`src/design/pmtca_pkg.sv`:
```
// ----------------------------------------------------------------------------
// PMT CA-system scanner package
// Shared constants, types and the CA family lookup.
// ----------------------------------------------------------------------------
`default_nettype none

package pmtca_pkg;

  // Largest section the scanner stores a result for.
  localparam int MAX_SECTION_BYTES = 1024;

  // Width of all byte positions; the offset and loop length position saturate.
  localparam int POS_W = 13;
  // One more bit for sums of a position and a small offset.
  localparam int CMP_W = POS_W + 1;

  localparam logic [POS_W-1:0] POS_LIMIT      = '1;
  localparam logic [POS_W-1:0] MAX_END        = POS_W'(MAX_SECTION_BYTES);
  localparam logic [POS_W-1:0] LOOP_START_POS = POS_W'(10);

  localparam logic [7:0] CA_TAG      = 8'h09;
  localparam logic [7:0] NIBBLE_MASK = 8'h0f;

  localparam int FLAG_W = 11;

  localparam int APB_ADDR_W = 3;
  localparam int APB_DATA_W = 32;

  typedef enum logic {
    REG_SCAN = 1'b0
  } reg_index_t;

  typedef struct packed {
    logic [7:0] section_byte;
    logic       first_byte;
  } item_t;

  typedef struct packed {
    logic              emit;
    logic [FLAG_W-1:0] ca_flags;
    logic              too_long;
  } result_t;

  // Maps the first CA-system-ID byte to its family flag.
  function automatic logic [FLAG_W-1:0] family_bit(input logic [7:0] id);
    logic [FLAG_W-1:0] bits;
    bits = '0;
    case (id)
      8'h06:   bits[0]  = 1'b1;
      8'h17:   bits[1]  = 1'b1;
      8'h01:   bits[2]  = 1'b1;
      8'h05:   bits[3]  = 1'b1;
      8'h18:   bits[4]  = 1'b1;
      8'h0B:   bits[5]  = 1'b1;
      8'h0D:   bits[6]  = 1'b1;
      8'h09:   bits[7]  = 1'b1;
      8'h26:   bits[8]  = 1'b1;
      8'h4a:   bits[9]  = 1'b1;
      8'h0E:   bits[10] = 1'b1;
      default: bits = '0;
    endcase
    return bits;
  endfunction

endpackage

`default_nettype wire

```
`src/design/pmtca_apb_regs.sv`:
```
// ----------------------------------------------------------------------------
// PMT CA-system scanner register file
// APB-style access to the scan-in-progress register.
// ----------------------------------------------------------------------------
`default_nettype none

module pmtca_apb_regs (
  input  wire logic                             clk,
  input  wire logic                             rst,
  input  wire logic                             psel,
  input  wire logic                             penable,
  input  wire logic                             pwrite,
  input  wire logic [pmtca_pkg::APB_ADDR_W-1:0] paddr,
  input  wire logic [pmtca_pkg::APB_DATA_W-1:0] pwdata,
  output logic      [pmtca_pkg::APB_DATA_W-1:0] prdata,
  output logic                                  pready,
  output logic                                  scan_in_progress
);
  import pmtca_pkg::*;

  logic       wr_en;
  reg_index_t reg_sel;

  assign pready  = 1'b1;
  assign wr_en   = psel && penable && pwrite && pready;
  // Registers sit on 32-bit words; the word index picks the register.
  assign reg_sel = reg_index_t'(paddr[2]);

  always_ff @(posedge clk) begin
    if (rst) begin
      scan_in_progress <= 1'b0;
    end else if (wr_en) begin
      unique case (reg_sel)
        REG_SCAN: scan_in_progress <= pwdata[0];
        default:  scan_in_progress <= scan_in_progress;
      endcase
    end
  end

  always_comb begin
    prdata = '0;
    unique case (reg_sel)
      REG_SCAN: prdata[0] = scan_in_progress;
      default:  prdata    = '0;
    endcase
  end

endmodule

`default_nettype wire

```
`src/design/pmtca_parse_core.sv`:
```
// ----------------------------------------------------------------------------
// PMT CA-system scanner parse core
// Holds the section parse state and works out one byte in a single pass.
// ----------------------------------------------------------------------------
`default_nettype none

module pmtca_parse_core (
  input  wire logic               clk,
  input  wire logic               rst,
  input  wire logic               fire,
  input  wire pmtca_pkg::item_t   item,
  input  wire logic               scan_in_progress,
  output pmtca_pkg::result_t      result
);
  import pmtca_pkg::*;

  // Parse state.
  logic [POS_W-1:0]  byte_offset;
  logic [POS_W-1:0]  section_end;
  logic [POS_W-1:0]  loop_length_pos;
  logic [POS_W-1:0]  loop_end_pos;
  logic [POS_W-1:0]  next_descriptor_pos;
  logic [3:0]        length_high_nibble;
  logic              descriptor_is_ca;
  logic [FLAG_W-1:0] found_flags;

  logic [POS_W-1:0]  byte_offset_next;
  logic [POS_W-1:0]  section_end_next;
  logic [POS_W-1:0]  loop_length_pos_next;
  logic [POS_W-1:0]  loop_end_pos_next;
  logic [POS_W-1:0]  next_descriptor_pos_next;
  logic [3:0]        length_high_nibble_next;
  logic              descriptor_is_ca_next;
  logic [FLAG_W-1:0] found_flags_next;

  // State as seen by this byte, after a restart mark is applied.
  logic [POS_W-1:0]  bo;
  logic [POS_W-1:0]  se;
  logic [POS_W-1:0]  llp;
  logic [POS_W-1:0]  lep;
  logic [POS_W-1:0]  ndp;
  logic [3:0]        lhn;
  logic              dca;
  logic [FLAG_W-1:0] ff;

  logic [7:0]        b;
  logic [CMP_W-1:0]  o_w;
  logic [CMP_W-1:0]  se_w;
  logic [POS_W-1:0]  cut;
  logic [POS_W-1:0]  cut_new;
  logic              skip;
  logic              walking;
  logic [CMP_W-1:0]  loop_end;
  logic [CMP_W-1:0]  llp_sum;

  always_comb begin
    b   = item.section_byte;
    bo  = item.first_byte ? '0             : byte_offset;
    se  = item.first_byte ? '0             : section_end;
    llp = item.first_byte ? LOOP_START_POS : loop_length_pos;
    lep = item.first_byte ? '0             : loop_end_pos;
    ndp = item.first_byte ? '0             : next_descriptor_pos;
    lhn = item.first_byte ? '0             : length_high_nibble;
    dca = item.first_byte ? 1'b0           : descriptor_is_ca;
    ff  = item.first_byte ? '0             : found_flags;

    byte_offset_next         = (bo != POS_LIMIT) ? bo + POS_W'(1) : bo;
    section_end_next         = se;
    loop_length_pos_next     = llp;
    loop_end_pos_next        = lep;
    next_descriptor_pos_next = ndp;
    length_high_nibble_next  = lhn;
    descriptor_is_ca_next    = dca;
    found_flags_next         = ff;

    o_w      = {1'b0, bo};
    se_w     = '0;
    loop_end = '0;
    llp_sum  = '0;
    walking  = 1'b0;
    cut_new  = '0;
    result   = '0;

    // Bytes at or past the (capped) section end are ignored. An unknown
    // end (zero) never cuts.
    cut  = (se > MAX_END) ? MAX_END : se;
    skip = (bo >= POS_W'(3)) && (cut != '0) && (bo >= cut);

    if (!skip) begin
      // Section length from bytes one and two.
      if (bo == POS_W'(1)) begin
        length_high_nibble_next = 4'(b & NIBBLE_MASK);
      end else if (bo == POS_W'(2)) begin
        section_end_next = POS_W'({lhn, b}) + POS_W'(3);
      end
      se_w = {1'b0, section_end_next};

      // Descriptor walk: tag, then length, then the first ID byte.
      walking = ndp < lep;
      if (walking && (bo == ndp)) begin
        descriptor_is_ca_next = (b == CA_TAG) && ((o_w + CMP_W'(4)) < se_w);
      end else if (walking && (o_w == ({1'b0, ndp} + CMP_W'(1)))) begin
        next_descriptor_pos_next = POS_W'(o_w + CMP_W'(1) + CMP_W'(b));
        if (b == 8'h00) begin
          descriptor_is_ca_next = 1'b0;
        end
      end else if (dca) begin
        if (!scan_in_progress) begin
          found_flags_next = ff | family_bit(b);
        end
        descriptor_is_ca_next = 1'b0;
      end

      // Loop length chain: high nibble, then low byte of each loop length.
      if ((bo >= LOOP_START_POS) && (bo == llp) && ((o_w + CMP_W'(2)) < se_w)) begin
        length_high_nibble_next = 4'(b & NIBBLE_MASK);
      end else if ((bo >= LOOP_START_POS) && (o_w == ({1'b0, llp} + CMP_W'(1)))
                   && ((o_w + CMP_W'(1)) < se_w)) begin
        loop_end                 = o_w + CMP_W'(1) + CMP_W'({length_high_nibble_next, b});
        loop_end_pos_next        = POS_W'(loop_end);
        next_descriptor_pos_next = POS_W'(o_w + CMP_W'(1));
        llp_sum                  = loop_end + CMP_W'(3);
        loop_length_pos_next     = (llp_sum > {1'b0, POS_LIMIT}) ? POS_LIMIT
                                                                 : POS_W'(llp_sum);
      end

      // Last byte of the section, or of the stored part of it.
      cut_new = (section_end_next > MAX_END) ? MAX_END : section_end_next;
      if ((bo >= POS_W'(2)) && (cut_new != '0) && (bo == cut_new - POS_W'(1))) begin
        result.emit     = 1'b1;
        result.ca_flags = scan_in_progress ? '0 : found_flags_next;
        result.too_long = section_end_next > MAX_END;
      end
    end
  end

  always_ff @(posedge clk) begin
    if (rst) begin
      byte_offset         <= '0;
      section_end         <= '0;
      loop_length_pos     <= LOOP_START_POS;
      loop_end_pos        <= '0;
      next_descriptor_pos <= '0;
      length_high_nibble  <= '0;
      descriptor_is_ca    <= 1'b0;
      found_flags         <= '0;
    end else if (fire) begin
      byte_offset         <= byte_offset_next;
      section_end         <= section_end_next;
      loop_length_pos     <= loop_length_pos_next;
      loop_end_pos        <= loop_end_pos_next;
      next_descriptor_pos <= next_descriptor_pos_next;
      length_high_nibble  <= length_high_nibble_next;
      descriptor_is_ca    <= descriptor_is_ca_next;
      found_flags         <= found_flags_next;
    end
  end

endmodule

`default_nettype wire

```
`src/design/pmt_ca_system_scanner_unit.sv`:
```
// Throughput: one byte per cycle unless stalled, set by the single-pass core.
// The input stage stalls only while a finished result waits to be taken.
// Reset (synchronous, active high) empties both stages, clears the parse
// state so the next byte counts as offset zero, and clears the scan register.
// ----------------------------------------------------------------------------
// PMT CA-system scanner top level
// Scans a program map section byte by byte and reports the CA families it
// names, one result per section at its last stored byte.
// ----------------------------------------------------------------------------
`default_nettype none

module pmt_ca_system_scanner_unit (
  input  wire logic                                     clk,
  input  wire logic                                     rst,
  // Configuration port.
  input  wire logic                                     psel,
  input  wire logic                                     penable,
  input  wire logic                                     pwrite,
  input  wire logic [pmtca_pkg::APB_ADDR_W-1:0]         paddr,
  input  wire logic [pmtca_pkg::APB_DATA_W-1:0]         pwdata,
  output logic      [pmtca_pkg::APB_DATA_W-1:0]         prdata,
  output logic                                          pready,
  // Section bytes in.
  input  wire logic                                     in_valid,
  output logic                                          in_stall,
  input  wire logic [7:0]                               section_byte,
  input  wire logic                                     first_byte,
  // Results out.
  output logic                                          out_valid,
  input  wire logic                                     out_stall,
  output logic      [pmtca_pkg::FLAG_W-1:0]             ca_flags,
  output logic                                          too_long
);
  import pmtca_pkg::*;

  logic    scan_in_progress;

  // Input register: holds one byte ahead of the parse core.
  logic    s1_valid;
  item_t   s1_item;

  logic    out_free;
  logic    advance;
  logic    in_accept;
  result_t core_result;

  pmtca_apb_regs u_regs (
    .clk              (clk),
    .rst              (rst),
    .psel             (psel),
    .penable          (penable),
    .pwrite           (pwrite),
    .paddr            (paddr),
    .pwdata           (pwdata),
    .prdata           (prdata),
    .pready           (pready),
    .scan_in_progress (scan_in_progress)
  );

  // The result register is free when empty or when its item is taken now.
  // A byte leaves the input register into the parse core only then, so a
  // result is never overwritten; bytes that produce no result flow too.
  assign out_free  = !out_valid || !out_stall;
  assign advance   = s1_valid && out_free;
  assign in_stall  = s1_valid && !out_free;
  assign in_accept = in_valid && !in_stall;

  always_ff @(posedge clk) begin
    if (rst) begin
      s1_valid <= 1'b0;
    end else if (!in_stall) begin
      s1_valid <= in_valid;
    end
  end

  always_ff @(posedge clk) begin
    if (in_accept) begin
      s1_item.section_byte <= section_byte;
      s1_item.first_byte   <= first_byte;
    end
  end

  // Parse state steps once for every byte that leaves the input register.
  pmtca_parse_core u_core (
    .clk              (clk),
    .rst              (rst),
    .fire             (advance),
    .item             (s1_item),
    .scan_in_progress (scan_in_progress),
    .result           (core_result)
  );

  // Result register: loaded only on the last stored byte of a section.
  always_ff @(posedge clk) begin
    if (rst) begin
      out_valid <= 1'b0;
    end else if (out_free) begin
      out_valid <= advance && core_result.emit;
    end
  end

  always_ff @(posedge clk) begin
    if (advance && core_result.emit) begin
      ca_flags <= core_result.ca_flags;
      too_long <= core_result.too_long;
    end
  end

endmodule

`default_nettype wire

```
`config.mk`:
```
export PLATFORM = sky130hd
export DESIGN_NAME = pmt_ca_system_scanner_unit
export DESIGN_NICKNAME = d
export VERILOG_FILES = /design/src/design/pmtca_pkg.sv /design/src/design/pmtca_apb_regs.sv /design/src/design/pmtca_parse_core.sv /design/src/design/pmt_ca_system_scanner_unit.sv
export SDC_FILE = /design/constraint.sdc
export NUM_CORES = 1
export LEC_CHECK = 0
export BUFFER_PORTS_ARGS = -buffer_cell sky130_fd_sc_hd__buf_2
export CORE_MARGIN = 4
export CORE_UTILIZATION = 62
export DETAILED_ROUTE_END_ITERATION = 6
export PLACE_DENSITY = 0.81
export SLEW_MARGIN = 10
export SYNTH_ARGS = -nofsm -noshare
export SYNTH_HDL_FRONTEND = slang
export SYNTH_HIERARCHICAL = 1
export SYNTH_SLANG_ARGS = --single-unit
```
`constraint.sdc`:
```
create_clock -name clk -period 7.5 [get_ports clk]
set_clock_uncertainty 0.05 [all_clocks]
set_input_delay 0.75 -clock clk [delete_from_list [all_inputs] [get_ports clk]]
set_output_delay 0.75 -clock clk [all_outputs]
set_load 0.02 [all_outputs]
```
==> impl_summary.txt <==
----------------------------------------------------
[Clock tree]
  Hold buffer count at CTS ... 0
  Register clock-pin slew on the reported worst setup and hold paths ... 0.07 ns
  Clock sink count ... 105
  Clk Latency, worst-skew pair ... 0.36 ns
  Number of H-tree branching levels ... 3
  Num CTS Buffers ... 9
  CTS root buffer ... clkbuf_16
  Clock Path Buffers ... 2
  CTS resizes ... 0
  CTS tree ... yes
  Post-CTS repair timing setup buffer count ... 0

[Place]
  Post-DP HPWL ... 24700 µm
  Number of I/O port buffers ... 32
  Number of cells in the design after placement ... 1520
  Pre-CTS setup slack ... 1.29 ns
  GPL Wtd Cong ... 0.986

[Worst hold path]
  Worst Hold Class ... register to register

[Synth]
  Share of synthesized flip-flops with an asynchronous set or reset ... 0%
  Post-Synthesis Cells ... 1324
  Avg Inst Size Synth ... 8.04 µm²
  Number of synthesized register bits ... 105
  Cell area after technology mapping ... 0.0106 mm²
  Number of enable-type register cells in the synthesized netlist ... 21
  Count of distinct cell types in the synthesized netlist ... 97
  Prevailing post-synth register cell ... dfxtp_1
  Yosys warning count ... 6
  Sequential cell area fraction in the yosys report ... 21.7%

[Cells and area]
  Filler cell count in the final layout ... 1446
  Layout cells sized above 1 ... 9.73%
  Multi-input gate area ... 0.00767 mm²
  Final #Nets ... 1449
  Antenna fix cells ... 0
  Area growth from synthesis to final layout ... 4.22%
  Post-route insts no fill ... 1536
  Register Area ... 0.00231 mm²

[Critical path]
  Critical path class ... register to register
  Cell seen most often among critical-path stages ... nand2_1
  Kind of cell adding the most delay to the critical path ... simple AND/OR/NAND/NOR gates
  Startpoint type of the worst setup path ... register
  CP Data Required Time ... 7.51 ns
  Element type at the critical path end ... register
  Critical path arrival ... 6.43 ns
  Slowest stage delay, CP ... 0.67 ns
  Crit path buffers/inverters ... 4
  Critical path's slowest cell ... or4b_2
  Ordered list of cells on the worst path ... nor2b_1, inv_1, ha_1, or4b_2, nor4_1, o211ai_1, nand2_1, o21ai_1, nand2_1, ha_1, inv_1, nor4_2, o22ai_1, o211ai_1, o2111ai_2, buf_4, nor3_1, nand2_1, a21oi_1, buf_4
  Largest fanout on the critical path ... 15

[Route]
  Met2 WL ... 14400 µm
  Highest layer used for signal routing ... met4
  Wire length after detailed routing ... 33600 µm
  Number of remaining DRC errors ... 0
  Wire length per cell ... 21.9 µm
  Number of design-rule violations left by the first detailed-router iteration ... 1453
  Total number of vias ... 10600
  DR pass1 iterations ... 6
  Post-route antenna net violation count ... 0
  Met1 WL ... 13800 µm
  Length of routed met3 wiring ... 4070 µm
  Detail-routed via count per cell ... 6.89

[STA]
  Worst relative slew slack ... 20.2%
  Fin worst setup slack ... 1.08 ns
  F_max ... 156 MHz
  Pins Over Slew Limit ... 0
  Crit share post-route ... 85.6%
  Final setup fails ... 0
  Total negative slack ... 0 ns
  RSZ-0062 raised after global routing ... no
  Clock period minus worst slack ... 6.42 ns
  Count of final hold-check violations ... 0
  Slew at the pin closest to its max-slew limit ... 1.19 ns

[Power and ir drop]
  Standby leakage power ... 4.22 nW
  Total Power ... 0.00144 W
  VDD IR-drop max ... 0.121 mV
  Pwr per Cell Area ... 130 mW/mm²

[Run]
  Max-cap violations ... 0

[GRT]
  Number of global-route vias before repair ... 9480
  Pin count of the biggest net entering global routing ... 60
  Aggregate global routing overflow ... 0
  Global-route wire length before repair ... 51700 µm
  Total global routing track utilization ... 33.2%
  Number of antenna violations at the first check in global routing ... 1

[Floorplan]
  Initial Util ... 63.7%
  Boundary Pins ... 98
  Horizontal die dimension ... 139 µm
  Die Outline Area ... 0.0193 mm²
  Core area ... 0.0167 mm²
  Chip height ... 139 µm
  # rows ... 47

[Status]
  Result of the run ... complete, no violations

----------------------------------------------------
path summary, 6_finish.rpt:
path | from | end | slack (ns) | cells past startpoint
setup / recovery | s1_item[0] | ca_flags[1] | 1.08 | 20
hold / removal | u_core/found_flags[7] | u_core/found_flags[7] | 0.40 | 2
setup reg to reg | s1_item[0] | ca_flags[1] | 1.08 | 20
hold reg to reg | u_core/found_flags[7] | u_core/found_flags[7] | 0.40 | 2
layout make-up:
class                   instances  share of cell area (%)
inverters                      54                    1.83
well taps                     220                    2.48
clock buffers                  10                    2.15
multi-input cells            1087                    69.2
clock inverters                 6                   0.587
flip-flops and latches        105                    20.8
repair buffers                 54                    2.93
flip-flops by register name, summed over array words and instances (netlist names):
signal,cells
u_core/found_flags,11
u_core/byte_offset,13
ca_flags,11
u_regs/scan_in_progress,1
out_valid,1
u_core/next_descriptor_pos,13
u_core/loop_length_pos,13
u_core/length_high_nibble,4
u_core/section_end,13
s1_valid,1
s1_item,9
u_core/loop_end_pos,13
u_core/descriptor_is_ca,1
too_long,1
worst min-delay path, cell delays in order (launching register included):
cell and delay [ns]:
dfxtp_1 0.31, nand2_1 0.05, a21oi_1 0.05
report_power, final:
part / internal, W / total, W / switching [W]
sequential: 0.000584 / 0.000604 / 0.0000200
clock: 0.000270 / 0.000494 / 0.000224
combinational: 0.000109 / 0.000345 / 0.000236
kinds of logic (layout without fill, tap and decap cells):
logic type,count (synthesis),in the layout,synth area share (%)
buffers and inverters,163,124,7.39
DFF,105,105,21.7
and+or+nand+nor,518,518,27.5
other,3,34,0.106
muxes,37,37,3.54
xor gates and xnor gates,89,89,7.32
adders and majority gates,87,87,10.3
AOI/OAI and AO/OA,322,322,22.1
cells in the final DEF (no fill, tap or decap), types with 18 or more instances in the layout:
cell	n
a211oi_1	29
a21oi_1	52
buf_2	32
buf_4	22
conb_1	34
dfxtp_1	84
edfxtp_1	21
ha_1	86
inv_1	48
mux2i_1	32
nand2_1	115
nand2b_1	18
nand3_1	37
nand4_1	31
nor2_1	96
nor2b_1	34
nor3_1	37
nor4_1	28
o21ai_0	45
xnor2_1	63
xor2_1	26
metrics by stage:
| step | area [µm²] | hold WS, ns | utilization [%] |
|---|---|---|---|
| global placement | 10800 | 0.383 | 64.6 |
| CTS | 11100 | 0.402 | 66.4 |
| floorplan | 10800 | 0.377 | - |
| global route | 11100 | 0.423 | 66.4 |
| detailed placement | 10800 | 0.394 | 64.6 |
| finish | 11100 | 0.404 | 66.4 |
Yosys cell counts, types with 13 or more instances:
library cell  count  area, µm²
a211oi_1         29        218
a21o_1           16        120
a21oi_1          52        260
a31oi_1          14       87.6
a32oi_1          14        123
and2_1           13       81.3
and3_1           17        106
buf_2            20        100
buf_4            34        255
clkbuf_1         44        165
dfxtp_1          84       1680
edfxtp_1         21        631
ha_1             86       1080
inv_1            48        180
mux2i_1          32        320
nand2_1         115        432
nand2b_1         18        113
nand3_1          37        185
nand4_1          31        194
nor2_1           97        364
nor2b_1          34        213
nor3_1           37        185
nor4_1           28        175
o2111ai_1        14        123
o211ai_1         17        128
o21a_1           14        105
o21ai_0          45        225
xnor2_1          63        552
xor2_1           26        228
routing by layer:
layer | up-vias | global-route usage (%)
li1 | 4872 | -
met1 | 4917 | 46.2
met2 | 681 | 49.4
met3 | 106 | 8.72
met4 | 0 | 12.8
met5 | - | 0
Note: power is estimated with default switching activity, not from simulation.
